File: src/hw/rtl/las_pkg.sv
package las_pkg;

    localparam int COORD_W   = 16;
    localparam int DIFF_W    = COORD_W + 1;
    localparam int SQ_W      = 2 * COORD_W;
    localparam int SUM_W     = SQ_W + 1;
    localparam int DIST_FRAC = 8;
    localparam int TRIG_FRAC = 16;
    localparam int TRIG_W    = 16;
    localparam int TAN_W     = 18;
    localparam int CMP_W     = COORD_W + TAN_W;
    localparam int ROOT_W    = (SUM_W + 2 * DIST_FRAC + 1) / 2;
    localparam int RAD_W     = 2 * ROOT_W;
    localparam int REM_W     = ROOT_W + 2;
    localparam int PROD_W    = ROOT_W + TRIG_W;
    localparam int RND_SH    = TRIG_FRAC + DIST_FRAC;
    localparam int MAG_W     = PROD_W - RND_SH + 1;
    localparam int EXT_W     = ((MAG_W > COORD_W) ? MAG_W : COORD_W) + 2;

    // Q2.16 tangents of the half-way angles
    localparam int TAN_N = 7;
    localparam int TI_15 = 0;
    localparam int TI_22 = 1;
    localparam int TI_37 = 2;
    localparam int TI_45 = 3;
    localparam int TI_52 = 4;
    localparam int TI_67 = 5;
    localparam int TI_75 = 6;
    localparam logic [TAN_W-1:0] TAN_TAB [TAN_N] = '{
        18'd17560, 18'd27146, 18'd50288, 18'd65536, 18'd85408, 18'd158218, 18'd244584
    };

    // Q0.16 cos/sin values
    localparam logic [TRIG_W-1:0] TRIG_HALF  = 16'd32768;
    localparam logic [TRIG_W-1:0] TRIG_COS30 = 16'd56756;
    localparam logic [TRIG_W-1:0] TRIG_DIAG  = 16'd46341;

    typedef enum logic [2:0] {
        ANG_0    = 3'd0,
        ANG_30   = 3'd1,
        ANG_45   = 3'd2,
        ANG_60   = 3'd3,
        ANG_90   = 3'd4,
        ANG_NONE = 3'd5
    } t_angle;

    typedef struct packed {
        logic signed [COORD_W-1:0] sx;
        logic signed [COORD_W-1:0] sy;
        logic signed [COORD_W-1:0] rx;
        logic signed [COORD_W-1:0] ry;
        logic                      negx;
        logic                      negy;
        t_angle                    code;
    } t_side;

    typedef struct packed {
        t_side             side;
        logic [RAD_W-1:0]  rad;
    } t_fwd;

    typedef struct packed {
        t_side             side;
        logic [ROOT_W-1:0] len;
    } t_dist;

endpackage

File: src/hw/rtl/las_sqrt.sv
module las_sqrt (
    input  logic           i_clk,
    input  logic           i_rst_n,
    input  logic           i_valid,
    input  las_pkg::t_fwd  i_data,
    output logic           o_ready,
    output logic           o_valid,
    output las_pkg::t_dist o_data,
    input  logic           i_ready
);

    localparam int RW = las_pkg::ROOT_W;
    localparam int MW = las_pkg::REM_W;
    localparam int AW = las_pkg::RAD_W;
    localparam int L  = RW - 1;

    // one root bit per stage, restoring digit recurrence
    logic               r_v    [RW];
    las_pkg::t_side     r_side [RW];
    logic [AW-1:0]      r_rad  [RW];
    logic [MW-1:0]      r_rem  [RW];
    logic [RW-1:0]      r_root [RW];
    logic               en     [RW];

    for (genvar s = 0; s < RW; s++) begin : g_stage
        localparam int BI = RW - 1 - s;

        logic               v_in;
        las_pkg::t_side     side_in;
        logic [AW-1:0]      rad_in;
        logic [MW-1:0]      rem_in;
        logic [RW-1:0]      root_in;
        logic [MW-1:0]      rem_sh, trial, n_rem;
        logic [RW-1:0]      n_root;

        if (s == 0) begin : g_first
            assign v_in    = i_valid;
            assign side_in = i_data.side;
            assign rad_in  = i_data.rad;
            assign rem_in  = '0;
            assign root_in = '0;
        end else begin : g_next
            assign v_in    = r_v[s-1];
            assign side_in = r_side[s-1];
            assign rad_in  = r_rad[s-1];
            assign rem_in  = r_rem[s-1];
            assign root_in = r_root[s-1];
        end

        if (s == L) begin : g_last_en
            assign en[s] = !r_v[s] || i_ready;
        end else begin : g_mid_en
            assign en[s] = !r_v[s] || en[s+1];
        end

        assign rem_sh = {rem_in[MW-3:0], rad_in[2*BI+1 -: 2]};
        assign trial  = {root_in, 2'b01};

        always_comb begin
            if (rem_sh >= trial) begin
                n_rem  = rem_sh - trial;
                n_root = {root_in[RW-2:0], 1'b1};
            end else begin
                n_rem  = rem_sh;
                n_root = {root_in[RW-2:0], 1'b0};
            end
        end

        always_ff @(posedge i_clk) begin
            if (!i_rst_n) begin
                r_v[s] <= 1'b0;
            end else if (en[s]) begin
                r_v[s] <= v_in;
            end
        end

        always_ff @(posedge i_clk) begin
            if (en[s]) begin
                r_side[s] <= side_in;
                r_rad[s]  <= rad_in;
                r_rem[s]  <= n_rem;
                r_root[s] <= n_root;
            end
        end
    end

    assign o_ready     = en[0];
    assign o_valid     = r_v[L];
    assign o_data.side = r_side[L];
    assign o_data.len  = r_root[L];

    a_last_holds: assert property (@(posedge i_clk) disable iff (!i_rst_n)
        (r_v[L] && !i_ready) |=> (r_v[L] && $stable(r_root[L]) && $stable(r_side[L])))
        else $error("stalled distance changed");

endmodule

File: config.mk
export PLATFORM = sky130hd
export DESIGN_NAME = las_sqrt
export DESIGN_NICKNAME = d
export VERILOG_FILES = /design/src/hw/rtl/las_pkg.sv /design/src/hw/rtl/las_sqrt.sv
export SDC_FILE = /design/constraint.sdc
export NUM_CORES = 2
export LEC_CHECK = 0
export BUFFER_PORTS_ARGS = -buffer_cell sky130_fd_sc_hd__buf_2
export CAP_MARGIN = 20
export CORE_AREA = 2 2 556 558
export CTS_BUF_LIST = sky130_fd_sc_hd__clkbuf_8 sky130_fd_sc_hd__clkbuf_16
export DETAILED_ROUTE_END_ITERATION = 8
export DIE_AREA = 0 0 558 560
export GPL_TIMING_DRIVEN = 0
export PLACE_DENSITY_LB_ADDON = 0.1
export SYNTH_ARGS = -nofsm -noshare
export SYNTH_HDL_FRONTEND = slang
export SYNTH_MEMORY_MAX_BITS = 65536
export SYNTH_SLANG_ARGS = --single-unit
File: constraint.sdc
create_clock -name i_clk -period 46.2 [get_ports i_clk]
set_input_delay 11.55 -clock i_clk [delete_from_list [all_inputs] [get_ports i_clk]]
set_output_delay 11.55 -clock i_clk [all_outputs]
set_load 0.005 [all_outputs]
==> results.md <==
STA:
- The final worst setup slack is 17.74 ns.
- Setup repair after global routing left no endpoint under its margin.
- Hold is met by 0.372 ns.
- The relative slew slack is 0.277.
- After routing, the total negative slack on setup checks comes to 0 ns.
- Between clock sinks in the finished design, the worst skew comes to 0.0625 ns.
- Of the available clock period, the critical path in the final layout requires 0.616.
- The actual slew at the worst max-slew pin is 1.08 ns.
- The number of max-slew violations in the final report is 0.
- The post-route minimum period is 28.46 ns.
- Timing would allow up to 35.1 MHz.
- The number of hold violations in the final report is 0.
- The final setup violation count is 0.

Power and ir drop:
- Power spread over the standard cell area amounts to 50.4 mW/mm^2.
- In this run the static leakage power is 54.5 nW.
- Total power for the finished layout comes to 7.10 mW.
- The worst ir drop on vdd is 0.0000296 V.

Yosys:
- The largest area contributor in the synthesized netlist is sky130_fd_sc_hd__edfxtp_1.
- The synthesized instance count is 7,127.
- The proportion of synthesized flip-flops having asynchronous set or reset is 0.
- For this run, the leading register cell type out of synthesis is sky130_fd_sc_hd__edfxtp_1.
- The number of synthesized flops with an enable pin is 3,241.
- The share of the Yosys chip area taken by registers is 0.796.
- Counting every net in the synthesized netlist gives 7,601.
- The count of state elements after synthesis is 3,242.
- The library cell with the highest instance count after synthesis is sky130_fd_sc_hd__edfxtp_1.
- The combined area of all synthesized cells is 0.122 mm^2.
- The number of different library cells used by synthesis comes to 83.
- The number of warnings reported in the yosys synthesis log is 0.
- The mean instance size in the synthesized netlist is 17.2 um^2.
- The share of synthesized area in the top cell type comes to 0.796.
- By count the netlist is led by 3,241 x sky130_fd_sc_hd__edfxtp_1, 457 x sky130_fd_sc_hd__inv_1, 358 x sky130_fd_sc_hd__nand2_1.
- After synthesis, the cell types taking the most area are sky130_fd_sc_hd__edfxtp_1 80%, sky130_fd_sc_hd__ha_1 3.6%, sky130_fd_sc_hd__xnor2_1 1.7%.

Clocking:
- Clock latency on the worst-skew pair, taken at its later pin, is 0.90 ns.
- The setup fix buffers added after clock tree synthesis is 0.
- The root cell of the clock tree is sky130_fd_sc_hd__clkbuf_16.
- The clock-pin slew reported for the worst setup and hold paths after clock tree synthesis is 0.06 ns.
- The buffer depth of the longest clock path is 4.
- The number of H-tree levels is 5.
- The clock net in this run drives a total of 3,242 sinks.
- In this run, post-CTS hold repair placed 0 buffers.
- Buffers inserted during clock tree synthesis total 349.
- Once the clock tree was built, the resizer swapped 0 gates to a different size.
- TritonCTS built the clock tree.

Global routing:
- The number of global-route vias before repair is 60,700.
- The first global-routing pass estimated 368 mm of wire.
- The initial antenna violation count is 21.
- The maximum number of pins on one net before global-route repair is 100.
- For this run the aggregate overflow at the end of global routing stands at 0.
- In the global route stage, overall resource usage came out at 0.154.

Floorplanning:
- 219 I/O pins were placed.
- The placeable core region is 0.307 mm^2.
- The overall die width is 558 um.
- The die span in y is 560 um.
- The initial core utilization is 0.398.
- The die covers 0.312 mm^2.
- The site row count is 204.

Min path:
- The worst hold path belongs to the class flop to flop.

Routing:
- Before antenna repair, the detailed router went through 6 iterations.
- Summing over every cut layer, the via total after detailed routing is 59,400.
- In this run, the number of DRC markers left after iteration 0 of detailed routing was 3,903.
- The final antenna-violating net count is 0.
- The number of remaining DRC errors is 0.
- The overall routed net length is 242 mm.
- In the final routed layout, each cell accounts on average for 19.9 um.
- The vias per cell is 4.89.

Critical path:
- In this run the worst path has a maximum fanout of 66.
- STA classifies the critical path endpoint as an output pin.
- The signal arrival time at the worst endpoint is 16.91 ns.
- STA classifies the critical path startpoint as an input pin.
- The critical path class is input pin to output pin.
- Data on the critical path is required at its endpoint by 34.65 ns.

Placement:
- Prior to clock tree synthesis, the placed netlist has a worst setup slack of 16.95 ns.
- After legalization and detailed placement, the total HPWL measured 164 mm.
- The number of placed instances, taps included, is 11,500.
- The routability congestion estimate is 0.872.
- The count of port buffers added during placement is 218.

Layout:
- For this run, the number of standard cells in the final layout without fillers is 12,100.
- The combined area of the multi-input logic cells is 0.0230 mm^2.
- The number of filler cells placed in the layout is 26,300.
- Of the cells placed in the final design, the portion with a size suffix greater than 1 is 0.115.
- After the last flow step, the layout net total stands at 8,222.
- From synthesis to final layout, the design area changed by 15.3%.
- The sequential cells in the finished layout cover a total of 0.0973 mm^2.

Status:
- The run finished with clean final reports.

Job:
- The number of maximum-capacitance constraint violations is 0.
[power breakdown]
group | switching (mW) | total, mW | internal, mW
sequential | 0.185 | 3.77 | 3.59
combinational | 0.373 | 0.674 | 0.301
clock | 1.10 | 2.65 | 1.55
total | 1.66 | 7.10 | 5.44
[worst max-delay path: stages]
cell and delay (ns):
sky130_fd_sc_hd__buf_2 0.11, sky130_fd_sc_hd__and3b_1 0.20, sky130_fd_sc_hd__clkbuf_1 0.42, sky130_fd_sc_hd__and3_1 0.47, sky130_fd_sc_hd__inv_8 0.17, sky130_fd_sc_hd__nor3_1 0.92, sky130_fd_sc_hd__and3_1 0.45, sky130_fd_sc_hd__and2_1 0.55
sky130_fd_sc_hd__inv_8 0.33, sky130_fd_sc_hd__nor2_1 0.49, sky130_fd_sc_hd__nand3_4 0.42, sky130_fd_sc_hd__buf_12 0.32, sky130_fd_sc_hd__buf_12 0.23, sky130_fd_sc_hd__buf_2 0.15
[state kept, by name, summed over array words and instances (netlist names)]
| name | count |
|---|---|
| r_rad | 600 |
| r_rem | 567 |
| r_root | 325 |
| r_side | 1725 |
| r_v | 25 |
[metal layers]
layer  vias to the layer above  GRT usage  share of wire
met3                       428     0.0233          0.038
li1                      28500          -              -
met2                      1132      0.273           0.51
met1                     29400      0.193           0.42
met4                         0     0.0495          0.032
met5                         -          0              0
[through the flow]
stage | cell area (um^2) | utilization
2_1_floorplan | 122000 | -
3_3_place_gp | 128000 | 0.418
3_5_place_dp | 130000 | 0.423
4_1_cts | 141000 | 0.459
5_1_grt | 141000 | 0.459
6_report | 141000 | 0.459
[cell type report]
cell class,count,share of cell area
Antenna cell,4,0.0000710
Buffer,85,0.00235
Clock buffer,356,0.0632
Clock inverter,271,0.0147
Inverter,458,0.0126
Multi-Input combinational cell,3342,0.163
Sequential cell,3242,0.691
Tap cell,4120,0.0366
Timing Repair Buffer,270,0.0169
[worst paths after layout]
kind / cells past startpoint / start / slack [ns] / to
hold reg to reg: 0 / r_side[14][45]$_DFFE_PP_ / 0.37 / r_side[15][45]$_DFFE_PP_
hold / removal: 0 / r_side[14][45]$_DFFE_PP_ / 0.37 / r_side[15][45]$_DFFE_PP_
setup reg to reg: 14 / r_v[24]$_DFFE_PP_ / 40.28 / r_side[4][41]$_DFFE_PP_
setup / recovery: 14 / i_ready / 17.74 / o_ready
[cell families after synthesis]
logic type	after synthesis	synth area share
AND/OR/NAND/NOR	1443	0.0585
multiplexers	101	0.00920
AO/OA/AOI/OAI	1017	0.0526
adder cells (fa/ha/maj)	351	0.0359
flip-flops	3242	0.796
other	1	0.0000307
XOR/XNOR	429	0.0307
buffers and inverters	543	0.0168
[cells in the final DEF, fill, tap and decap left out, types with 26 or more instances in the layout]
cell type and n:
sky130_fd_sc_hd__a211oi_1 46, sky130_fd_sc_hd__a21o_1 78, sky130_fd_sc_hd__a21oi_1 310, sky130_fd_sc_hd__and3_1 62, sky130_fd_sc_hd__buf_16 42, sky130_fd_sc_hd__buf_2 229
sky130_fd_sc_hd__bufinv_16 27, sky130_fd_sc_hd__clkbuf_1 71, sky130_fd_sc_hd__clkbuf_16 356, sky130_fd_sc_hd__clkinv_1 78, sky130_fd_sc_hd__clkinv_2 65, sky130_fd_sc_hd__edfxtp_1 3241
sky130_fd_sc_hd__ha_1 351, sky130_fd_sc_hd__inv_1 520, sky130_fd_sc_hd__mux2_2 89, sky130_fd_sc_hd__nand2_1 347, sky130_fd_sc_hd__nand2b_1 63, sky130_fd_sc_hd__nand3_1 113
sky130_fd_sc_hd__nand4_1 43, sky130_fd_sc_hd__nor2_1 339, sky130_fd_sc_hd__nor2b_1 49, sky130_fd_sc_hd__nor3_1 147, sky130_fd_sc_hd__nor4_1 63, sky130_fd_sc_hd__o211ai_1 30
sky130_fd_sc_hd__o21a_1 85, sky130_fd_sc_hd__o21ai_0 238, sky130_fd_sc_hd__o31ai_1 39, sky130_fd_sc_hd__or2_2 27, sky130_fd_sc_hd__or3_1 58, sky130_fd_sc_hd__or4_1 26
sky130_fd_sc_hd__xnor2_1 238, sky130_fd_sc_hd__xor2_1 191
Power figures use the tool's default switching activity.
