==> src/hw/rtl/las_pkg.sv <==
package las_pkg;

    localparam int COORD_W   = 16;
    localparam int DIFF_W    = COORD_W + 1;
    localparam int SQ_W      = 2 * COORD_W;
    localparam int SUM_W     = SQ_W + 1;
    localparam int DIST_FRAC = 8;
    localparam int TRIG_FRAC = 16;
    localparam int TRIG_W    = 16;
    localparam int TAN_W     = 18;
    localparam int CMP_W     = COORD_W + TAN_W;
    localparam int ROOT_W    = (SUM_W + 2 * DIST_FRAC + 1) / 2;
    localparam int RAD_W     = 2 * ROOT_W;
    localparam int REM_W     = ROOT_W + 2;
    localparam int PROD_W    = ROOT_W + TRIG_W;
    localparam int RND_SH    = TRIG_FRAC + DIST_FRAC;
    localparam int MAG_W     = PROD_W - RND_SH + 1;
    localparam int EXT_W     = ((MAG_W > COORD_W) ? MAG_W : COORD_W) + 2;

    // Q2.16 tangents of the half-way angles
    localparam int TAN_N = 7;
    localparam int TI_15 = 0;
    localparam int TI_22 = 1;
    localparam int TI_37 = 2;
    localparam int TI_45 = 3;
    localparam int TI_52 = 4;
    localparam int TI_67 = 5;
    localparam int TI_75 = 6;
    localparam logic [TAN_W-1:0] TAN_TAB [TAN_N] = '{
        18'd17560, 18'd27146, 18'd50288, 18'd65536, 18'd85408, 18'd158218, 18'd244584
    };

    // Q0.16 cos/sin values
    localparam logic [TRIG_W-1:0] TRIG_HALF  = 16'd32768;
    localparam logic [TRIG_W-1:0] TRIG_COS30 = 16'd56756;
    localparam logic [TRIG_W-1:0] TRIG_DIAG  = 16'd46341;

    typedef enum logic [2:0] {
        ANG_0    = 3'd0,
        ANG_30   = 3'd1,
        ANG_45   = 3'd2,
        ANG_60   = 3'd3,
        ANG_90   = 3'd4,
        ANG_NONE = 3'd5
    } t_angle;

    typedef struct packed {
        logic signed [COORD_W-1:0] sx;
        logic signed [COORD_W-1:0] sy;
        logic signed [COORD_W-1:0] rx;
        logic signed [COORD_W-1:0] ry;
        logic                      negx;
        logic                      negy;
        t_angle                    code;
    } t_side;

    typedef struct packed {
        t_side             side;
        logic [RAD_W-1:0]  rad;
    } t_fwd;

    typedef struct packed {
        t_side             side;
        logic [ROOT_W-1:0] len;
    } t_dist;

endpackage

==> src/hw/rtl/las_if.sv <==


interface las_out_if;
    logic                               valid;
    logic                               ready;
    logic signed [las_pkg::COORD_W-1:0] snapped_x;
    logic signed [las_pkg::COORD_W-1:0] snapped_y;
    logic [2:0]                         angle_code;
    logic                               clipped;

    modport source (output valid, snapped_x, snapped_y, angle_code, clipped, input ready);
    modport sink   (input valid, snapped_x, snapped_y, angle_code, clipped, output ready);
endinterface

==> src/hw/rtl/las_back.sv <==
module las_back (
    input  logic           i_clk,
    input  logic           i_rst_n,
    input  logic           i_valid,
    input  las_pkg::t_dist i_data,
    output logic           o_ready,
    las_out_if.source      o_out
);

    localparam int W  = las_pkg::COORD_W;
    localparam int PW = las_pkg::PROD_W;
    localparam int MG = las_pkg::MAG_W;
    localparam int EW = las_pkg::EXT_W;
    localparam int TW = las_pkg::TRIG_W;
    localparam int SH = las_pkg::RND_SH;

    localparam logic [PW:0] ROUND_ADD = (PW + 1)'(1) << (SH - 1);
    localparam logic signed [EW-1:0] SAT_HI = {{(EW - W + 1){1'b0}}, {(W - 1){1'b1}}};
    localparam logic signed [EW-1:0] SAT_LO = {{(EW - W + 1){1'b1}}, {(W - 1){1'b0}}};

    logic ena, enb, enc;

    // stage a: distance times cos / sin
    logic               r_a_v;
    las_pkg::t_side     r_a_side;
    logic [PW-1:0]      r_a_px, r_a_py;
    logic [TW-1:0]      n_a_c, n_a_s;

    // stage b: round half away from zero (on the magnitude)
    logic               r_b_v;
    las_pkg::t_side     r_b_side;
    logic [MG-1:0]      r_b_mx, r_b_my;
    logic [PW:0]        n_b_rx, n_b_ry;

    // stage c: offset from start, saturate (diagonal codes; others keep rx / ry)
    logic                r_c_v;
    logic signed [W-1:0] r_c_x, r_c_y;
    logic [2:0]          r_c_code;
    logic                r_c_clip;
    logic signed [EW-1:0] n_c_vx, n_c_vy;
    logic signed [W-1:0]  n_c_x, n_c_y;
    logic                 n_c_clip, n_c_diag;

    assign enc = !r_c_v || o_out.ready;
    assign enb = !r_b_v || enc;
    assign ena = !r_a_v || enb;
    assign o_ready = ena;

    always_ff @(posedge i_clk) begin
        if (!i_rst_n) begin
            r_a_v <= 1'b0;
            r_b_v <= 1'b0;
            r_c_v <= 1'b0;
        end else begin
            if (ena) r_a_v <= i_valid;
            if (enb) r_b_v <= r_a_v;
            if (enc) r_c_v <= r_b_v;
        end
    end

    always_comb begin
        n_a_c = '0;
        n_a_s = '0;
        unique case (i_data.side.code)
            las_pkg::ANG_30: begin
                n_a_c = las_pkg::TRIG_COS30;
                n_a_s = las_pkg::TRIG_HALF;
            end
            las_pkg::ANG_45: begin
                n_a_c = las_pkg::TRIG_DIAG;
                n_a_s = las_pkg::TRIG_DIAG;
            end
            las_pkg::ANG_60: begin
                n_a_c = las_pkg::TRIG_HALF;
                n_a_s = las_pkg::TRIG_COS30;
            end
            default: begin
                n_a_c = '0;
                n_a_s = '0;
            end
        endcase
    end

    always_ff @(posedge i_clk) begin
        if (ena) begin
            r_a_side <= i_data.side;
            r_a_px   <= PW'(i_data.len) * PW'(n_a_c);
            r_a_py   <= PW'(i_data.len) * PW'(n_a_s);
        end
    end

    assign n_b_rx = (PW + 1)'(r_a_px) + ROUND_ADD;
    assign n_b_ry = (PW + 1)'(r_a_py) + ROUND_ADD;

    always_ff @(posedge i_clk) begin
        if (enb) begin
            r_b_side <= r_a_side;
            r_b_mx   <= n_b_rx[PW:SH];
            r_b_my   <= n_b_ry[PW:SH];
        end
    end

    assign n_c_vx = r_b_side.negx ? EW'(r_b_side.sx) - $signed(EW'(r_b_mx))
                                  : EW'(r_b_side.sx) + $signed(EW'(r_b_mx));
    assign n_c_vy = r_b_side.negy ? EW'(r_b_side.sy) - $signed(EW'(r_b_my))
                                  : EW'(r_b_side.sy) + $signed(EW'(r_b_my));

    assign n_c_diag = (r_b_side.code == las_pkg::ANG_30) ||
                      (r_b_side.code == las_pkg::ANG_45) ||
                      (r_b_side.code == las_pkg::ANG_60);

    always_comb begin
        n_c_x    = r_b_side.rx;
        n_c_y    = r_b_side.ry;
        n_c_clip = 1'b0;
        if (n_c_diag) begin
            if (n_c_vx > SAT_HI) begin
                n_c_x    = SAT_HI[W-1:0];
                n_c_clip = 1'b1;
            end else if (n_c_vx < SAT_LO) begin
                n_c_x    = SAT_LO[W-1:0];
                n_c_clip = 1'b1;
            end else begin
                n_c_x    = n_c_vx[W-1:0];
            end
            if (n_c_vy > SAT_HI) begin
                n_c_y    = SAT_HI[W-1:0];
                n_c_clip = 1'b1;
            end else if (n_c_vy < SAT_LO) begin
                n_c_y    = SAT_LO[W-1:0];
                n_c_clip = 1'b1;
            end else begin
                n_c_y    = n_c_vy[W-1:0];
            end
        end
    end

    always_ff @(posedge i_clk) begin
        if (enc) begin
            r_c_x    <= n_c_x;
            r_c_y    <= n_c_y;
            r_c_code <= r_b_side.code;
            r_c_clip <= n_c_clip;
        end
    end

    assign o_out.valid      = r_c_v;
    assign o_out.snapped_x  = r_c_x;
    assign o_out.snapped_y  = r_c_y;
    assign o_out.angle_code = r_c_code;
    assign o_out.clipped    = r_c_clip;

    // only diagonal results go through the saturating adders
    a_clip_diag_only: assert property (@(posedge i_clk) disable iff (!i_rst_n)
        (r_c_v && r_c_clip) |-> (r_c_code == las_pkg::ANG_30 ||
                                 r_c_code == las_pkg::ANG_45 ||
                                 r_c_code == las_pkg::ANG_60))
        else $error("clip flagged on a non-diagonal result");

    a_round_stage_kept: assert property (@(posedge i_clk) disable iff (!i_rst_n)
        (r_b_v && !enc) |=> (r_b_v && $stable(r_b_mx) && $stable(r_b_my)))
        else $error("rounded magnitude lost under stall");

endmodule

==> src/flat_wrapper.sv <==
// flat-port wrapper written by rule: the top's interface ports become plain ports
module las_back_flat 
  (i_clk, i_rst_n, i_valid, i_data, o_ready, o_out_valid, o_out_snapped_x, o_out_snapped_y, o_out_angle_code, o_out_clipped, o_out_ready);
  las_out_if o_out_i ();
  input  logic i_clk;
  input  logic i_rst_n;
  input  logic i_valid;
  input  las_pkg::t_dist i_data;
  output logic o_ready;
  output wire logic [$bits(o_out_i.valid)-1:0] o_out_valid;
  output wire logic [$bits(o_out_i.snapped_x)-1:0] o_out_snapped_x;
  output wire logic [$bits(o_out_i.snapped_y)-1:0] o_out_snapped_y;
  output wire logic [$bits(o_out_i.angle_code)-1:0] o_out_angle_code;
  output wire logic [$bits(o_out_i.clipped)-1:0] o_out_clipped;
  input wire logic [$bits(o_out_i.ready)-1:0] o_out_ready;
  assign o_out_valid = o_out_i.valid;
  assign o_out_snapped_x = o_out_i.snapped_x;
  assign o_out_snapped_y = o_out_i.snapped_y;
  assign o_out_angle_code = o_out_i.angle_code;
  assign o_out_clipped = o_out_i.clipped;
  assign o_out_i.ready = o_out_ready;
  las_back u_core (.i_clk(i_clk), .i_rst_n(i_rst_n), .i_valid(i_valid), .i_data(i_data), .o_ready(o_ready), .o_out(o_out_i));
endmodule
==> config.mk <==
export PLATFORM = sky130hd
export DESIGN_NAME = las_back_flat
export DESIGN_NICKNAME = d
export VERILOG_FILES = /design/src/hw/rtl/las_pkg.sv /design/src/hw/rtl/las_if.sv /design/src/hw/rtl/las_back.sv /design/src/flat_wrapper.sv
export SDC_FILE = /design/constraint.sdc
export NUM_CORES = 2
export LEC_CHECK = 0
export BUFFER_PORTS_ARGS = -buffer_cell sky130_fd_sc_hd__buf_2
export CAP_MARGIN = 20
export CORE_ASPECT_RATIO = 0.5
export CORE_MARGIN = 1.5
export CORE_UTILIZATION = 65
export CTS_BUF_LIST = sky130_fd_sc_hd__clkbuf_4
export DETAILED_ROUTE_END_ITERATION = 7
export PLACE_DENSITY = 0.89
export SLEW_MARGIN = 30
export SYNTH_ARGS = -nofsm -noshare
export SYNTH_HDL_FRONTEND = slang
export SYNTH_SLANG_ARGS = --single-unit
export TNS_END_PERCENT = 1
==> constraint.sdc <==
create_clock -name i_clk -period 9.6 [get_ports i_clk]
set_input_delay 1.44 -clock i_clk [delete_from_list [all_inputs] [get_ports i_clk]]
set_output_delay 1.44 -clock i_clk [all_outputs]
set_load 0.05 [all_outputs]
==> metrics.txt <==
final WL 75200 um; asr flop ratio synth 0%; Post-synth EDFFs roughly 250; syn nets around 3.7k; Simple-Gate Fraction of Synth Area 7.843%; Synth Area in XOR/XNOR 4.171%; gpl congestion 1.022; type of origin of the critical path primary input; final worst path period share 86.47%; largest family of logic cells by synthesized area adder cells; GRT Total Usage 33.02%; CTS root buffer clkbuf_4; remaining antenna violation count 0; Max Freq 0.1205 GHz; placed insts about 3.5k; register area share after synthesis 25.21%; Yosys cell types between 70 and 80; Die ar. 0.04682 sq mm; setup TNS 0 ns; drt pass-1 iters 6; IO Pins 136; Design Area, Final approximately 0.032 sq mm; Vias/cell around 5.7; largest net degree at the start of global routing 79; status finished, final reports clean; die width 304.5 um; mapped cell area 0.02954 sq mm; CP arrival ~9 ns; clock slew at reported path FFs 0.07 ns; Ys Warns 0; power per cell area 185.7 mW/mm^2; # hold bufs at CTS 0; HP Class register to register; Avg Cell Area, Syn roughly 11 sq um; Post-DP HPWL between 60000 and 70000 um; clock skew 0.1334 ns; Final Core Density 72.03%; largest area contributor in the netlist fa_1; cts repair resizes 0; Tot Pwr 5911 uW; number of global-route vias before repair 22.00k; I/O Buffers 135; adder-cell share of the synthesized area a little under half; share of cells above drive strength 1 9.884%; Max-slew headroom 38.31%; GRT overflow 0; cell with the most instances after synthesis inv_1; antenna violations before repair 8; Final nets a little under 4k; share of Yosys cell area claimed by the top area cell type 29.27%; CP Class primary input to register; # rows 54; DR iter-0 viols 1748; routed len/inst 20.78 um; Setup violations, final 0; global-route wire length before repair between 100000 and 150000 um; CP Capture Type register; Syn Inst Count 2797; Starting Density 66.86%; MaxCap Viol Count 0; Post-CTS Setup Bufs 0; Sink Count 249; Slew Viols, Final 0; Residual DRC 0; mux cell area share after synthesis 0.1016%; Final Non-Filler Cells 3618; Final Hold Vio Count 0; Synth area leaders fa_1 29%, edfxtp_1 25%, ha_1 16%; H-tree lvl count 2; Placeable Area 0.04419 sq mm; Die Y-Extent approximately 150 um; Worst VDD drop 0.0001236 V; top_reg_cell synth edfxtp_1; Cell Area, Placed 0.03102 sq mm; Post-synth top cells 714 x inv_1, 432 x fa_1, 381 x ha_1; Worst Path Required between 10 and 15 ns; maximum fanout along the worst path 38; LEAKAGE 0.01668 uW; Via Count 20.59k; Worst Max-Slew Pin Slew 0.9219 ns; Area Growth Syn to Fin 7.733%; clk_lat worst skew 0.83 ns; clock period minus worst slack 8.301 ns; post-synthesis compound-gate area fraction 7.559%; Num CTS Buffers 58; RSZ-0062 raised after global routing false; Max Buffers Root-to-Sink 3; flops & latches, synth 249; CTS tree built
power by group:
| group | internal, uW | total, uW | leakage, uW | switching, uW |
|---|---|---|---|---|
| Sequential | 1480 | 1660 | 0.00266 | 185 |
| Clock | 484 | 936 | 0.000460 | 452 |
| Combinational | 1280 | 3320 | 0.0136 | 2040 |
through the flow:
stage | setup WS (ns) | hold WS (ns)
2_1_floorplan | 1.406 | 0.4003
3_3_place_gp | 0.9707 | 0.4008
3_5_place_dp | 0.7437 | 0.4045
4_1_cts | 1.473 | 0.3114
5_1_grt | 1.039 | 0.3037
6_report | 1.299 | 0.2982
metal layers:
layer  part of all wire, %  global-route usage [%]  vias up  routed length (um)
met5                 0.061                       0        -                  46
met4                   3.8                   12.48        6                2881
met2                    46                   53.48      946               34820
met1                    39                   42.49    10060               29440
met3                    11                   9.649      206                8013
li1                      -                       -     9367                   -
worst max-delay path, stage by stage:
cell and delay [ns]:
buf_2 0.16, nor2b_2 0.16, buf_4 0.39, nand2_1 0.26
nor2_1 0.61, nor2_1 0.30, fa_1 0.60, inv_1 0.06
fa_1 0.55, fa_1 0.43, fa_1 0.45, fa_1 0.51
inv_1 0.07, fa_1 0.53, inv_1 0.04, ha_1 0.32
nand2_1 0.09, nor2_1 0.17, o211ai_1 0.16, o31ai_1 0.40
o21ai_0 0.26, o311ai_1 0.48, a21oi_1 0.15, xnor2_1 0.15
registers in the layout, indices dropped and copies added, names as in the netlist:
register / flops
u_core.o_out.clipped: 1
u_core.o_out.valid: 1
u_core.r_b_my: 18
u_core.r_b_mx: 18
u_core.r_a_v: 1
u_core.o_out.angle_code: 3
u_core.o_out.snapped_y: 16
u_core.r_a_side: 69
u_core.r_a_py: 18
u_core.r_b_side: 69
u_core.r_a_px: 18
u_core.r_b_v: 1
u_core.o_out.snapped_x: 16
cells by family after synthesis:
family | after synthesis
AO/OA/AOI/OAI | 336
XOR/XNOR | 139
adder cells (fa/ha/maj) | 813
buffers and inverters | 753
flip-flops | 249
multiplexers | 3
AND/OR/NAND/NOR | 504
cell type report:
cell class / instances / area, sq um
Antenna cell: 5 / 12.51
Clock buffer: 84 / 630.6
Tap cell: 588 / 735.7
Fill cell: 3104 / 12360
Multi-Input combinational cell: 1795 / 19260
Clock inverter: 18 / 162.7
Sequential cell: 249 / 7447
Inverter: 714 / 2680
Timing Repair Buffer: 165 / 904.6
cell usage in the layout (no fill, tap or decap), types with 5 or more instances in the layout:
cell type  count
a211oi_1       6
o21ai_1       11
nor3_1        18
diode_2        5
ha_1         381
nor2b_1       11
nand4_1       22
buf_2        135
edfxtp_1     246
and3_1        21
nand2_1      170
clkbuf_4      84
a21o_1        48
a31oi_1       13
a211o_1        6
nand2b_1      19
nor3b_1        6
inv_1        714
nor2_1       164
o21a_1        17
and2_1        11
a21oi_2       11
fa_1         432
o31ai_1        5
xnor2_1      107
o21ai_0       52
o21bai_1      12
xor2_1        30
buf_4         29
o211ai_1      11
nor4_1         7
or2_2          7
nand3_1       24
a21oi_1       97
clkinv_1       9
worst paths after layout:
path / startpoint / to / slack [ns] / cells after the start
hold reg to reg: u_core.r_a_side[47]$_DFFE_PP_ / u_core.r_b_side[47]$_DFFE_PP_ / 0.30 / 0
setup / recovery: i_data[26] / u_core.r_a_px[34]$_DFFE_PP_ / 1.30 / 24
hold / removal: u_core.r_a_side[47]$_DFFE_PP_ / u_core.r_b_side[47]$_DFFE_PP_ / 0.30 / 0
setup reg to reg: u_core.r_b_mx[5]$_DFFE_PP_ / u_core.o_out.snapped_x[2]$_DFFE_PP_ / 4.63 / 14
(Power assumes the default switching activity.)
