===== src/hw/rtl/las_pkg.sv =====
package las_pkg;

    localparam int COORD_W   = 16;
    localparam int DIFF_W    = COORD_W + 1;
    localparam int SQ_W      = 2 * COORD_W;
    localparam int SUM_W     = SQ_W + 1;
    localparam int DIST_FRAC = 8;
    localparam int TRIG_FRAC = 16;
    localparam int TRIG_W    = 16;
    localparam int TAN_W     = 18;
    localparam int CMP_W     = COORD_W + TAN_W;
    localparam int ROOT_W    = (SUM_W + 2 * DIST_FRAC + 1) / 2;
    localparam int RAD_W     = 2 * ROOT_W;
    localparam int REM_W     = ROOT_W + 2;
    localparam int PROD_W    = ROOT_W + TRIG_W;
    localparam int RND_SH    = TRIG_FRAC + DIST_FRAC;
    localparam int MAG_W     = PROD_W - RND_SH + 1;
    localparam int EXT_W     = ((MAG_W > COORD_W) ? MAG_W : COORD_W) + 2;

    // Q2.16 tangents of the half-way angles
    localparam int TAN_N = 7;
    localparam int TI_15 = 0;
    localparam int TI_22 = 1;
    localparam int TI_37 = 2;
    localparam int TI_45 = 3;
    localparam int TI_52 = 4;
    localparam int TI_67 = 5;
    localparam int TI_75 = 6;
    localparam logic [TAN_W-1:0] TAN_TAB [TAN_N] = '{
        18'd17560, 18'd27146, 18'd50288, 18'd65536, 18'd85408, 18'd158218, 18'd244584
    };

    // Q0.16 cos/sin values
    localparam logic [TRIG_W-1:0] TRIG_HALF  = 16'd32768;
    localparam logic [TRIG_W-1:0] TRIG_COS30 = 16'd56756;
    localparam logic [TRIG_W-1:0] TRIG_DIAG  = 16'd46341;

    typedef enum logic [2:0] {
        ANG_0    = 3'd0,
        ANG_30   = 3'd1,
        ANG_45   = 3'd2,
        ANG_60   = 3'd3,
        ANG_90   = 3'd4,
        ANG_NONE = 3'd5
    } t_angle;

    typedef struct packed {
        logic signed [COORD_W-1:0] sx;
        logic signed [COORD_W-1:0] sy;
        logic signed [COORD_W-1:0] rx;
        logic signed [COORD_W-1:0] ry;
        logic                      negx;
        logic                      negy;
        t_angle                    code;
    } t_side;

    typedef struct packed {
        t_side             side;
        logic [RAD_W-1:0]  rad;
    } t_fwd;

    typedef struct packed {
        t_side             side;
        logic [ROOT_W-1:0] len;
    } t_dist;

endpackage


===== src/hw/rtl/las_if.sv =====
interface las_in_if;
    logic                               valid;
    logic                               ready;
    logic signed [las_pkg::COORD_W-1:0] start_x;
    logic signed [las_pkg::COORD_W-1:0] start_y;
    logic signed [las_pkg::COORD_W-1:0] end_x;
    logic signed [las_pkg::COORD_W-1:0] end_y;
    logic                               snap_45;
    logic                               snap_30_60;

    modport source (output valid, start_x, start_y, end_x, end_y, snap_45, snap_30_60,
                    input ready);
    modport sink   (input valid, start_x, start_y, end_x, end_y, snap_45, snap_30_60,
                    output ready);
endinterface



===== src/hw/rtl/las_front.sv =====
module las_front (
    input  logic          i_clk,
    input  logic          i_rst_n,
    las_in_if.sink        i_in,
    output logic          o_valid,
    output las_pkg::t_fwd o_data,
    input  logic          i_ready
);

    localparam int W  = las_pkg::COORD_W;
    localparam int DW = las_pkg::DIFF_W;
    localparam int CW = las_pkg::CMP_W;

    logic en1, en2, en3, en4;

    // stage 1: differences
    logic                 r1_v;
    logic signed [W-1:0]  r1_sx, r1_sy, r1_ex, r1_ey;
    logic signed [DW-1:0] r1_dx, r1_dy;
    logic [1:0]           r1_snap;
    logic signed [DW-1:0] n1_dx, n1_dy;

    // stage 2: magnitudes and squares
    logic                          r2_v;
    logic signed [W-1:0]           r2_sx, r2_sy, r2_ex, r2_ey;
    logic [1:0]                    r2_snap;
    logic                          r2_negx, r2_negy;
    logic [W-1:0]                  r2_adx, r2_ady;
    logic [las_pkg::SQ_W-1:0]      r2_sqx, r2_sqy;
    logic [DW-1:0]                 n2_absx, n2_absy;
    logic [W-1:0]                  n2_adx, n2_ady;

    // stage 3: threshold products and distance squared
    logic                          r3_v;
    logic signed [W-1:0]           r3_sx, r3_sy, r3_ex, r3_ey;
    logic [1:0]                    r3_snap;
    logic                          r3_negx, r3_negy;
    logic [CW-1:0]                 r3_tp [las_pkg::TAN_N];
    logic [CW-1:0]                 r3_ady_sh;
    logic [las_pkg::SUM_W-1:0]     r3_sum;

    // stage 4: angle decision
    logic                          r4_v;
    las_pkg::t_fwd                 r4_data;
    logic [las_pkg::TAN_N-1:0]     lt;
    las_pkg::t_angle               n4_code;
    logic signed [W-1:0]           n4_rx, n4_ry;

    assign en4 = !r4_v || i_ready;
    assign en3 = !r3_v || en4;
    assign en2 = !r2_v || en3;
    assign en1 = !r1_v || en2;
    assign i_in.ready = en1;
    assign o_valid = r4_v;
    assign o_data  = r4_data;

    always_ff @(posedge i_clk) begin
        if (!i_rst_n) begin
            r1_v <= 1'b0;
            r2_v <= 1'b0;
            r3_v <= 1'b0;
            r4_v <= 1'b0;
        end else begin
            if (en1) r1_v <= i_in.valid;
            if (en2) r2_v <= r1_v;
            if (en3) r3_v <= r2_v;
            if (en4) r4_v <= r3_v;
        end
    end

    assign n1_dx = DW'(i_in.end_x) - DW'(i_in.start_x);
    assign n1_dy = DW'(i_in.end_y) - DW'(i_in.start_y);

    always_ff @(posedge i_clk) begin
        if (en1) begin
            r1_sx   <= i_in.start_x;
            r1_sy   <= i_in.start_y;
            r1_ex   <= i_in.end_x;
            r1_ey   <= i_in.end_y;
            r1_dx   <= n1_dx;
            r1_dy   <= n1_dy;
            r1_snap <= {i_in.snap_30_60, i_in.snap_45};
        end
    end

    assign n2_absx = r1_dx[DW-1] ? DW'(-r1_dx) : DW'(r1_dx);
    assign n2_absy = r1_dy[DW-1] ? DW'(-r1_dy) : DW'(r1_dy);
    assign n2_adx  = n2_absx[W-1:0];
    assign n2_ady  = n2_absy[W-1:0];

    always_ff @(posedge i_clk) begin
        if (en2) begin
            r2_sx   <= r1_sx;
            r2_sy   <= r1_sy;
            r2_ex   <= r1_ex;
            r2_ey   <= r1_ey;
            r2_snap <= r1_snap;
            r2_negx <= r1_dx[DW-1];
            r2_negy <= r1_dy[DW-1];
            r2_adx  <= n2_adx;
            r2_ady  <= n2_ady;
            r2_sqx  <= las_pkg::SQ_W'(n2_adx) * las_pkg::SQ_W'(n2_adx);
            r2_sqy  <= las_pkg::SQ_W'(n2_ady) * las_pkg::SQ_W'(n2_ady);
        end
    end

    always_ff @(posedge i_clk) begin
        if (en3) begin
            r3_sx     <= r2_sx;
            r3_sy     <= r2_sy;
            r3_ex     <= r2_ex;
            r3_ey     <= r2_ey;
            r3_snap   <= r2_snap;
            r3_negx   <= r2_negx;
            r3_negy   <= r2_negy;
            r3_ady_sh <= CW'(r2_ady) << las_pkg::TRIG_FRAC;
            r3_sum    <= las_pkg::SUM_W'(r2_sqx) + las_pkg::SUM_W'(r2_sqy);
            for (int k = 0; k < las_pkg::TAN_N; k++) begin
                r3_tp[k] <= CW'(r2_adx) * CW'(las_pkg::TAN_TAB[k]);
            end
        end
    end

    always_comb begin
        for (int k = 0; k < las_pkg::TAN_N; k++) begin
            lt[k] = r3_ady_sh < r3_tp[k];
        end
    end

    // snap bits are {30/60, 45}; the lowest threshold passed picks the angle
    always_comb begin
        n4_code = las_pkg::ANG_NONE;
        unique case (r3_snap)
            2'b00: n4_code = las_pkg::ANG_NONE;
            2'b01: begin
                if (lt[las_pkg::TI_22])      n4_code = las_pkg::ANG_0;
                else if (lt[las_pkg::TI_67]) n4_code = las_pkg::ANG_45;
                else                         n4_code = las_pkg::ANG_90;
            end
            2'b10: begin
                if (lt[las_pkg::TI_15])      n4_code = las_pkg::ANG_0;
                else if (lt[las_pkg::TI_45]) n4_code = las_pkg::ANG_30;
                else if (lt[las_pkg::TI_75]) n4_code = las_pkg::ANG_60;
                else                         n4_code = las_pkg::ANG_90;
            end
            2'b11: begin
                if (lt[las_pkg::TI_15])      n4_code = las_pkg::ANG_0;
                else if (lt[las_pkg::TI_37]) n4_code = las_pkg::ANG_30;
                else if (lt[las_pkg::TI_52]) n4_code = las_pkg::ANG_45;
                else if (lt[las_pkg::TI_75]) n4_code = las_pkg::ANG_60;
                else                         n4_code = las_pkg::ANG_90;
            end
            default: n4_code = las_pkg::ANG_NONE;
        endcase
    end

    always_comb begin
        n4_rx = r3_ex;
        n4_ry = r3_ey;
        case (n4_code)
            las_pkg::ANG_0:  n4_ry = r3_sy;
            las_pkg::ANG_90: n4_rx = r3_sx;
            default: begin
                n4_rx = r3_ex;
                n4_ry = r3_ey;
            end
        endcase
    end

    always_ff @(posedge i_clk) begin
        if (en4) begin
            r4_data.side.sx   <= r3_sx;
            r4_data.side.sy   <= r3_sy;
            r4_data.side.rx   <= n4_rx;
            r4_data.side.ry   <= n4_ry;
            r4_data.side.negx <= r3_negx;
            r4_data.side.negy <= r3_negy;
            r4_data.side.code <= n4_code;
            r4_data.rad       <= las_pkg::RAD_W'(r3_sum) << (2 * las_pkg::DIST_FRAC);
        end
    end

    // a vertical or degenerate line lands on 90 degrees whenever a snap flag is set
    a_zero_dx_vertical: assert property (@(posedge i_clk) disable iff (!i_rst_n)
        (r3_v && en4 && r3_tp[las_pkg::TI_15] == '0 && r3_snap != 2'b00)
        |=> (r4_data.side.code == las_pkg::ANG_90))
        else $error("zero dx did not snap to 90 degrees");

endmodule


===== src/flat_wrapper.sv =====
// flat-port wrapper written by rule: the top's interface ports become plain ports
module las_front_flat 
  (i_clk, i_rst_n, o_valid, o_data, i_ready, i_in_valid, i_in_start_x, i_in_start_y, i_in_end_x, i_in_end_y, i_in_snap_45, i_in_snap_30_60, i_in_ready);
  las_in_if i_in_i ();
  input  logic i_clk;
  input  logic i_rst_n;
  output logic o_valid;
  output las_pkg::t_fwd o_data;
  input  logic i_ready;
  input wire logic [$bits(i_in_i.valid)-1:0] i_in_valid;
  input wire logic [$bits(i_in_i.start_x)-1:0] i_in_start_x;
  input wire logic [$bits(i_in_i.start_y)-1:0] i_in_start_y;
  input wire logic [$bits(i_in_i.end_x)-1:0] i_in_end_x;
  input wire logic [$bits(i_in_i.end_y)-1:0] i_in_end_y;
  input wire logic [$bits(i_in_i.snap_45)-1:0] i_in_snap_45;
  input wire logic [$bits(i_in_i.snap_30_60)-1:0] i_in_snap_30_60;
  output wire logic [$bits(i_in_i.ready)-1:0] i_in_ready;
  assign i_in_i.valid = i_in_valid;
  assign i_in_i.start_x = i_in_start_x;
  assign i_in_i.start_y = i_in_start_y;
  assign i_in_i.end_x = i_in_end_x;
  assign i_in_i.end_y = i_in_end_y;
  assign i_in_i.snap_45 = i_in_snap_45;
  assign i_in_i.snap_30_60 = i_in_snap_30_60;
  assign i_in_ready = i_in_i.ready;
  las_front u_core (.i_clk(i_clk), .i_rst_n(i_rst_n), .i_in(i_in_i), .o_valid(o_valid), .o_data(o_data), .i_ready(i_ready));
endmodule

===== config.mk =====
export PLATFORM = sky130hd
export DESIGN_NAME = las_front_flat
export DESIGN_NICKNAME = d
export VERILOG_FILES = /design/src/hw/rtl/las_pkg.sv /design/src/hw/rtl/las_if.sv /design/src/hw/rtl/las_front.sv /design/src/flat_wrapper.sv
export SDC_FILE = /design/constraint.sdc
export NUM_CORES = 2
export LEC_CHECK = 0
export ABC_AREA = 1
export BUFFER_PORTS_ARGS = -buffer_cell sky130_fd_sc_hd__clkbuf_2
export CELL_PAD_IN_SITES_DETAIL_PLACEMENT = 0
export CELL_PAD_IN_SITES_GLOBAL_PLACEMENT = 1
export CORE_ASPECT_RATIO = 1.1
export CORE_MARGIN = 5
export CORE_UTILIZATION = 30
export CTS_CLUSTER_DIAMETER = 30
export DETAILED_ROUTE_END_ITERATION = 6
export PLACE_DENSITY_LB_ADDON = 0.08
export SYNTH_ARGS = -nofsm -noshare
export SYNTH_HDL_FRONTEND = slang
export SYNTH_SLANG_ARGS = --single-unit

===== constraint.sdc =====
create_clock -name i_clk -period 40.9 [get_ports i_clk]
set_clock_uncertainty 0.2 [all_clocks]
set_input_delay 8.18 -clock i_clk [delete_from_list [all_inputs] [get_ports i_clk]]
set_output_delay 8.18 -clock i_clk [all_outputs]
set_load 0.1 [all_outputs]

==> impl_metrics.py <==
metrics = {
    "hold_path": {
        "hp-class": "register to register",
        "hp-start": "u_core.r2_negy$_DFFE_PP_",
        "hold-path-endpoint": "u_core.r3_negy$_DFFE_PP_",
        "hold_depth": 0,
    },
    "timing": {
        "layout_setup_ws_ns": 21.56,
        "slew_headroom": 0.278,
        "fin_setup_tns_ns": 0,
        "finalHoldViolCount": 0,
        "setup_viol": 0,
        "rsz0062_at_grt": "false",
        "tightest_slew_ns": 1.08,
        "fin_crit_ns": 19.34,
        "period_share": 0.473,
        "slew_violations": 0,
        "max_freq_mhz": 51.7,
    },
    "worst_setup_path": {
        "arrival_ns": 10.96,
        "cp_common_cell": "nor2_1",
        "cpLargestDelayFamily": "buffers and inverters",
        "cp_max_fo": 108,
        "ff2ff_setup_slack_ns": 32.45,
        "r2r-end": "u_core.r2_sqx[26]$_DFFE_PP_",
        "end_kind": "output port",
        "worst-r2r-cell-count": 32,
        "r2r_start": "u_core.r1_dx[0]$_DFFE_PP_",
        "slowest_delay_ns": 0.66,
        "worstPathRequired_ns": 32.52,
        "crit_type": "input port to output port",
        "path_buf_inv": 4,
        "cp_slowest_cell": "inv_8",
        "cp-start-kind": "input port",
        "path_depth": 8,
        "crit_chain": "clkbuf_2 > nor2_1 > inv_6 > nor2_1 > inv_8 > nor2_1 > nand2_4 > clkbuf_2",
    },
    "final_layout": {
        "multi_input_area_um2": 36900,
        "drive_above_1_share": 0.0907,
        "nets": 8085,
        "fin_cells": 9376,
        "final_util": 0.354,
        "areaGrowthSynthToFinish_pct": 17.7,
        "nFillCells": 21100,
        "regArea_um2": 19800,
    },
    "grt": {
        "grt_pass1_wl_mm": 289,
        "grt_overflow_total": 0,
        "grt_pass1_vias": 45600,
        "grtUsageTotal": 0.180,
        "grt_max_degree": 139,
        "grt_antenna_before_repair": 9,
    },
    "cts": {
        "cts_hold_buf": 0,
        "path_clk_slew_ns": 0.05,
        "clk_latency_ns": 0.84,
        "cts_tree": "done",
        "cts-buffers-inserted": 178,
        "h-tree-depth": 4,
        "root_buffer": "clkbuf_16",
        "post_cts_resized": 0,
        "cts_buffer_depth": 3,
        "cts_num_sinks": 661,
        "postCtsSetupRepairBufs": 0,
    },
    "job": {
        "drv_cap": 0,
    },
    "synthesis": {
        "synth_ff_type": "edfxtp_1",
        "yosysMostFrequentCell": "inv_1",
        "avgSynthCellArea_um2": 10.2,
        "synth_largest_area_cell": "edfxtp_1",
        "synthTopCellsByCount": "inv_1, ha_1, nand2_1",
        "ys_seq_elements": 661,
        "syn_inst": 6093,
        "synthDominantCellAreaShare": 0.318,
        "synth_edf_count": 657,
        "synthTopCellsByArea": "edfxtp_1, fa_1, ha_1",
        "ys_types": 64,
        "synth_area_um2": 62000,
        "synthArstFlopShare": 0,
        "ys_warn_count": 0,
        "yosysSeqAreaShare": 0.319,
    },
    "die": {
        "dieArea_um2": 216000,
        "coreArea_um2": 206000,
        "ioPinCount": 191,
        "start_util": 0.301,
        "die_w_um": 444,
        "die_y_um": 487,
        "rows": 175,
    },
    "routing": {
        "wl_mm": 192,
        "firstDrtPassIters": 6,
        "wl_per_cell_um": 20.5,
        "dr.first_iter.drc_count": 2019,
        "ant_nets": 0,
        "vias_per_cell": 4.48,
        "vias": 42000,
        "post-route-drc-count": 0,
    },
    "place": {
        "dpl.cell_count": 9036,
        "gp_congestion": 0.865,
        "pre_cts_slack_ns": 21.40,
        "dp_hpwl_mm": 155,
        "io_buffers": 173,
    },
    "status": {
        "status": "finished, final reports clean",
    },
}
[kinds of logic after synthesis]
family,after synthesis,synth area share
AND/OR/NAND/NOR,1540,0.103
XOR/XNOR,280,0.0401
AO/OA/AOI/OAI,648,0.0590
other,1,0.0000605
buffers and inverters,1421,0.0877
flip-flops,661,0.319
adder cells (fa/ha/maj),1542,0.391
[per-stage QoR]
stage / area (µm²) / hold slack (ns)
global placement: 66600 / 0.201
finish: 73000 / 0.171
CTS: 73000 / 0.160
floorplan: 62100 / 0.200
detailed placement: 66600 / 0.205
global route: 73000 / 0.168
[registers in the layout, summed over array words and instances (netlist names), 17 cells and up]
register	count
u_core.r2_sqy	31
u_core.r3_sum	33
u_core.r1_dx	17
u_core.r2_sqx	31
u_core.r3_tp	178
u_core.r1_dy	17
u_core.o_data	102
[worst reg2reg max path: cells and delay by family (launching register included)]
family | cells | cell delay (ns)
DFF | 1 | 0.51
buffers and inverters | 7 | 1.26
and+or+nand+nor | 12 | 1.58
adders and majority gates | 8 | 3.62
xor gates and xnor gates | 1 | 0.16
AOI/OAI and AO/OA | 4 | 0.90
[area by class of cell]
cell class / count / share of cell area
inverters: 1371 / 0.0707
flip-flops and latches: 661 / 0.271
well taps: 2743 / 0.0470
clock buffers: 198 / 0.0623
diodes: 4 / 0.000137
repair buffers: 234 / 0.0183
multi-input cells: 4027 / 0.505
clock inverters: 138 / 0.0257
[worst max path at each step]
stage	from	end	slack [ns]
floorplan	i_ready	i_in_ready	12.96
global placement	i_ready	i_in_ready	21.41
detailed placement	i_ready	i_in_ready	21.40
CTS	i_ready	i_in_ready	21.39
global route	i_ready	i_in_ready	21.35
finish	i_ready	i_in_ready	21.56
[per-layer routing]
metal  GRT usage  part of all wire  wire length [µm]  up-vias
li1            -                 -                 -    20400
met1       0.223              0.43             82200    20800
met2       0.332              0.52            101000      608
met3      0.0230             0.029              5550      169
met4      0.0409             0.020              3800        0
met5           0                 0                 0        -
[placed cells by master, fill, tap and decap left out, drive strengths merged, types with 15 or more instances in the layout]
cell type | synthesis | routed
a21boi | 15 | 15
nor2 | 413 | 413
edfxtp | 657 | 657
o21a | 20 | 20
ha | 883 | 883
xor2 | 193 | 193
a31oi | 21 | 21
o21ai | 157 | 157
nand2 | 855 | 855
bufinv | 0 | 29
fa | 659 | 659
nand3 | 151 | 151
conb | 1 | 17
o21bai | 20 | 20
buf | 37 | 61
xnor2 | 87 | 87
clkinvlp | 0 | 25
a21o | 30 | 30
inv | 1362 | 1363
clkbuf | 13 | 371
clkinv | 9 | 92
nor3 | 42 | 42
nand4 | 37 | 37
a21oi | 342 | 342
Power is not shown: default switching activity piles up to over one toggle a cycle in this logic, so the estimate is an artifact.
